==> config.mk <==
export PLATFORM = sky130hd
export DESIGN_NAME = mma_cell
export DESIGN_NICKNAME = d
export VERILOG_FILES = /design/src/mma_pkg.sv /design/src/mma_cell.sv
export SDC_FILE = /design/constraint.sdc
export NUM_CORES = 1
export LEC_CHECK = 0
export BUFFER_PORTS_ARGS = -buffer_cell sky130_fd_sc_hd__buf_2
export CORE_UTILIZATION = 45
export DETAILED_ROUTE_END_ITERATION = 10
export HOLD_SLACK_MARGIN = 0.02
export SLEW_MARGIN = 15
export SYNTH_ARGS = -nofsm -noshare
export SYNTH_HDL_FRONTEND = slang
export SYNTH_SLANG_ARGS = --single-unit
==> constraint.sdc <==
create_clock -name i_clk -period 11.3 [get_ports i_clk]
set_input_delay 1.695 -clock i_clk [delete_from_list [all_inputs] [get_ports i_clk]]
set_output_delay 1.695 -clock i_clk [all_outputs]
set_load 0.01 [all_outputs]
==> src/mma_pkg.sv <==
package mma_pkg;

    // field widths fixed by the item format
    localparam int ELEM_W  = 16;
    localparam int ACC_W   = 48;
    localparam int PROD_W  = 32;
    localparam int OP_W    = 3;
    localparam int POS_W   = 4;
    localparam int DIM_W   = 5;

    // default bound on the matrix dimension
    localparam int MAX_DIM_DEF = 16;
    localparam logic [DIM_W-1:0] DIM_RESET = 5'd16;

    // operation codes
    localparam logic [OP_W-1:0] OP_WR_A = 3'd0;
    localparam logic [OP_W-1:0] OP_WR_B = 3'd1;
    localparam logic [OP_W-1:0] OP_WR_C = 3'd2;
    localparam logic [OP_W-1:0] OP_MAC  = 3'd3;
    localparam logic [OP_W-1:0] OP_RD_C = 3'd4;

    // result kinds
    localparam logic KIND_DONE = 1'b0;
    localparam logic KIND_READ = 1'b1;

    // control broadcast to every cell of the chain
    typedef struct packed {
        logic shift;
        logic mul;
        logic add;
    } t_cell_ctl;

endpackage

==> src/mma_cell.sv <==
module mma_cell (
    input  logic                                i_clk,
    input  mma_pkg::t_cell_ctl                  i_ctl,
    input  logic signed [mma_pkg::ACC_W-1:0]    i_acc,
    input  logic signed [mma_pkg::ELEM_W-1:0]   i_a,
    input  logic signed [mma_pkg::ELEM_W-1:0]   i_b,
    output logic signed [mma_pkg::ACC_W-1:0]    o_acc
);

    logic signed [mma_pkg::PROD_W-1:0] r_prod;
    logic signed [mma_pkg::ACC_W-1:0]  r_acc;

    // product stage
    always_ff @(posedge i_clk) begin
        if (i_ctl.mul) begin
            r_prod <= i_a * i_b;
        end
    end

    // accumulator: shift from neighbor or add product, wrapping
    always_ff @(posedge i_clk) begin
        if (i_ctl.shift) begin
            r_acc <= i_acc;
        end else if (i_ctl.add) begin
            r_acc <= r_acc + mma_pkg::ACC_W'(r_prod);
        end
    end

    assign o_acc = r_acc;

endmodule

---- Yosys cells after proc, flatten, opt, wreduce, memory -nomap -nowiden ----
Cells that the tools add are included.
storage, ports and cells
  flip-flop bits (word level) ............. 80
  input port bits ......................... 84
  output and inout bits ................... 48
  logic and storage cells ................. 7
cells by class
  $add $sub $neg .......................... 1
  multiply operators ...................... 1
  multiplexer cells ....................... 2
  reductions and logical operators ........ 1
operator list
  cell               count
  $mux 48            2
  $add 48x32->48     1
  $mul 16x16->32     1
  $reduce_bool 2->1  1

---- Depth between registers and ports, before layout ----
  depth after elaboration ................. 3
  mapped depth ............................ 24
  depth with buffers taken out ............ 23

---- Worst setup path after synthesis ----
OpenSTA, ideal clock, no wires.
  kind .................................... in2reg
  start point ............................. in i_a[15] (netlist name)
  end point ............................... reg r_prod[31] (netlist name) (data pin)
  library setup time ...................... 0.136 ns
  data arrival time ....................... 7.324 ns
  required time ........................... 11.164 ns
  slack ................................... 3.840 ns
  stages .................................. 20
  path buffers ............................ 1
  path through ............................ clkbuf_1 -> nand2_1 -> inv_1 -> fa_1 -> inv_1 -> fa_1 -> fa_1 -> fa_1 -> fa_1 -> fa_1 -> inv_1 -> ha_1 -> a21o_1 -> a21o_1 -> a21oi_1 -> o2111ai_1 -> a31oi_1 -> o31ai_1 -> or4_1 -> nand3_1
on the way
  longest elaborated chain between the ends .. 1
ends and longest elaborated chain
  element               RTL line        text
  start, declared       mma_cell.sv:5   input logic signed [mma_pkg::ELEM_W-1:0] i_a,
  $mul 16x16->32        mma_cell.sv:16  r_prod <= i_a * i_b;
  end signal, assigned  mma_cell.sv:16
  end, declared         mma_cell.sv:10  logic signed [mma_pkg::PROD_W-1:0] r_prod;
Every way passes these cells.
A chain may end at the register's enable or synchronous reset.

---- Final worst setup path ----
  start point ............................. in i_b[1] (netlist name)
  end point ............................... reg r_prod[31] (netlist name) (data pin)
on the way
  longest elaborated chain between the ends .. 1
ends and longest elaborated chain
  element          RTL line        text
  start, declared  mma_cell.sv:6   input logic signed [mma_pkg::ELEM_W-1:0] i_b,
  $mul 16x16->32   mma_cell.sv:16
Every way passes these cells.

==> reports/qor.csv <==
stage,metric,value,unit
flow_run,drv_cap,0,
placed_design,dp.final_hpwl,29.3,mm
floorplanning,die_y,187,µm
timing,finalCriticalPeriod,7.66,ns
detailed_routing,drt_iter0_markers,523,
setup_path,reg2reg_to,o_acc[46],
synthesis,yosys.area_share.simple,14.1,%
finish,nNetsFinal,2214,
setup_path,critPathMaxStageDelay,0.73,ns
status,outcome,"finished, final reports clean",
clock_tree,cts_hold_buf,0,
hold_path,holdPathEnd,o_acc[0],
clock_tree,clk_path_buf_depth,2,
clock_tree,clk_pin_slew_worst_paths,0.07,ns
floorplanning,start_util,45.8,%
synthesis,yosys_warnings,0,
setup_path,critPathSlowestCell,fa_1,
finish,area_growth,8.76,%
floorplanning,rows,67,
timing,finClkSkew,0.0129,ns
synthesis,synth-compound-area-share,11.2,%
synthesis,synthCells,1645,
timing,drv_slew,0,
clock_tree,clkLatencyLatePin,0.35,ns
timing,hold_viol,0,
clock_tree,numCtsBuffers,9,
floorplanning,fp.dieW,187,µm
synthesis,synthAdderAreaFrac,44.8,%
global_routing,grt_pass1_wl,58.6,mm
synthesis,synth.top_cell.area_share,34.3,%
global_routing,first_global_vias,11900,
setup_path,start_kind,input port,
detailed_routing,vias,11300,
hold_path,min-delay-start,r_prod[0],
timing,rsz0062_at_grt,no,
synthesis,synth_edf_count,80,
floorplanning,core_area,0.0335,mm²
clock_tree,ctsResizeCount,0,
timing,max_freq,130,MHz
synthesis,synth_xor_area_share,4.34,%
setup_path,cp.arrival,7.87,ns
timing,finalSetupTns,0,ns
synthesis,synth.area.top_cells,"fa_1 (34%), edfxtp_1 (16%), ha_1 (11%)",
finish,drive_gt1_share,9.75,%
detailed_routing,final_antenna_net_count,0,
global_routing,grt_max_degree,67,
placed_design,port-buffer-count,131,
setup_path,crit_type,input port to flop,
setup_path,r2r_setup_slack,7.69,ns
setup_path,crit_chain,"buf_2, nand2_1, inv_1, fa_1, inv_1, fa_1, fa_1, fa_1, fa_1, fa_1, inv_1, ha_1, a21o_1, a21o_1, a21oi_1, o2111ai_1, a31oi_1, o31ai_1, or4_1, nand3_1",
synthesis,synth_area,0.0153,mm²
synthesis,synth-main-ff-cell,edfxtp_1,
setup_path,crit_top_cell,fa_1,
hold_path,whs_path_depth,2,
global_routing,antenna_found_initial,0,
setup_path,rr_worst_depth,12,
placed_design,place_congestion,0.868,
clock_tree,cts_root_buffer,clkbuf_16,
detailed_routing,wl_per_cell,15.9,µm
finish,num_antenna_cells,0,
global_routing,overflow,0,
clock_tree,cts.sinks,80,
synthesis,syn_avg_cell_area,9.33,µm²
placed_design,dp_cells,2175,
detailed_routing,routed_via_density,5.17,
clock_tree,post-cts-setup-buffers,0,
synthesis,synth.mux.area_fraction,0.359,%
timing,fin_crit_sh,67.8,%
setup_path,r2r-start,o_acc[0],
synthesis,async_reset_ff_share,0,%
setup_path,cp_data_required_time,11.51,ns
setup_path,endpoint_kind,flop,
floorplanning,ios,132,
hold_path,hp-class,flop to flop,
global_routing,use_met1,26.6,%
timing,setup_viol,0,
detailed_routing,dr.pass1.iters,5,
synthesis,ys_seq_elements,80,
timing,timing.hold.ws,0.683,ns
synthesis,ys_seq_area_share,15.7,%
timing,worst_slew_pin_slew,0.823,ns
floorplanning,die_area,0.0348,mm²
detailed_routing,finalWirelength,34.9,mm
synthesis,synthDistinctLibCells,68,
synthesis,synth_top_family_by_area,adder cells,
setup_path,crit_fanout,16,
synthesis,syn_nets,2121,
global_routing,top_usage_layer,met2,
finish,final_cells,2191,
global_routing,grtUsageMet2,37.7,%
timing,slew_headroom,45.1,%
clock_tree,htree_levels,3,
detailed_routing,drc,0,
clock_tree,cts_tree,yes,
global_routing,grtUsageMet3,1.84,%
synthesis,synth_top_area_cell,fa_1,
global_routing,track_usage,20.7,%
==> registers in the layout, indices dropped and copies added (netlist names) <==
register  flops
o_acc        48
r_prod       32
==> worst max-delay path: cells and delay by family <==
family | cells | cell delay, ns
adders and majority gates | 7 | 3.62
buffers and inverters | 4 | 0.46
AOI/OAI and AO/OA | 6 | 1.36
and+or+nand+nor | 3 | 0.73
==> area by class of cell <==
type / count / area (µm²)
fillers: 3248 / 16800
multi-input cells: 1178 / 11500
flip-flops and latches: 80 / 2400
inverters: 336 / 1260
repair buffers: 133 / 671
well taps: 448 / 561
clock buffers: 9 / 225
clock inverters: 7 / 82.6
==> routing by layer <==
layer  routed length (µm)  vias up
met2                18400      201
met3                  990       36
met4                  577        0
met1                14900     5705
li1                     -     5389
met5                    0        -
==> cells in the mapped netlist, types with 4 or more instances <==
| cell type | n |
|---|---|
| nand4_1 | 5 |
| nand3_1 | 10 |
| fa_1 | 263 |
| edfxtp_1 | 80 |
| o31ai_1 | 4 |
| nand2b_1 | 16 |
| xnor2_1 | 46 |
| and3_1 | 10 |
| and2_1 | 124 |
| nor2_1 | 48 |
| mux2_2 | 4 |
| o21bai_1 | 16 |
| a31oi_1 | 6 |
| a211oi_1 | 9 |
| xor2_1 | 30 |
| nand2_1 | 200 |
| clkbuf_1 | 49 |
| o21a_1 | 7 |
| o21ai_0 | 69 |
| inv_1 | 336 |
| nor3_1 | 7 |
| a21o_1 | 39 |
| nor2b_1 | 5 |
| a21oi_1 | 59 |
| ha_1 | 129 |
| o211ai_1 | 6 |
==> cells in the final DEF, fill, tap and decap left out, drive strengths merged, types with 46 or more instances in the layout <==
| cell | n |
|---|---|
| xnor2 | 46 |
| a21oi | 60 |
| edfxtp | 80 |
| and2 | 124 |
| nand2 | 200 |
| fa | 263 |
| inv | 340 |
| nor2 | 48 |
| ha | 129 |
| buf | 133 |
| o21ai | 71 |
==> cell families (layout without fill, tap and decap cells) <==
logic type,after synthesis,in the layout
flip-flops,80,80
AO/OA/AOI/OAI,259,259
adder cells (fa/ha/maj),392,392
multiplexers,5,5
XOR/XNOR,76,76
buffers and inverters,387,485
AND/OR/NAND/NOR,446,446
==> how the worst max path moves through the flow <==
stage	from	to	slack, ns	cells past startpoint
3_3_place_gp	i_b[1]	r_prod[31]	3.47	20
4_1_cts	i_b[1]	r_prod[31]	3.68	20
5_1_grt	i_b[1]	r_prod[31]	3.33	20
6_report	i_b[1]	r_prod[31]	3.64	20
2_1_floorplan	i_a[15]	r_prod[31]	3.84	20
3_5_place_dp	i_b[1]	r_prod[31]	3.34	20
==> through the flow <==
stage	setup slack, ns	area, µm²	utilization, %
2_1_floorplan	3.84	15300	-
3_3_place_gp	3.47	16400	48.9
3_5_place_dp	3.34	16400	48.9
4_1_cts	3.68	16700	49.8
5_1_grt	3.33	16700	49.8
6_report	3.64	16700	49.8
Power is not shown: default switching activity piles up to over one toggle a cycle in this logic, so the estimate is an artifact.
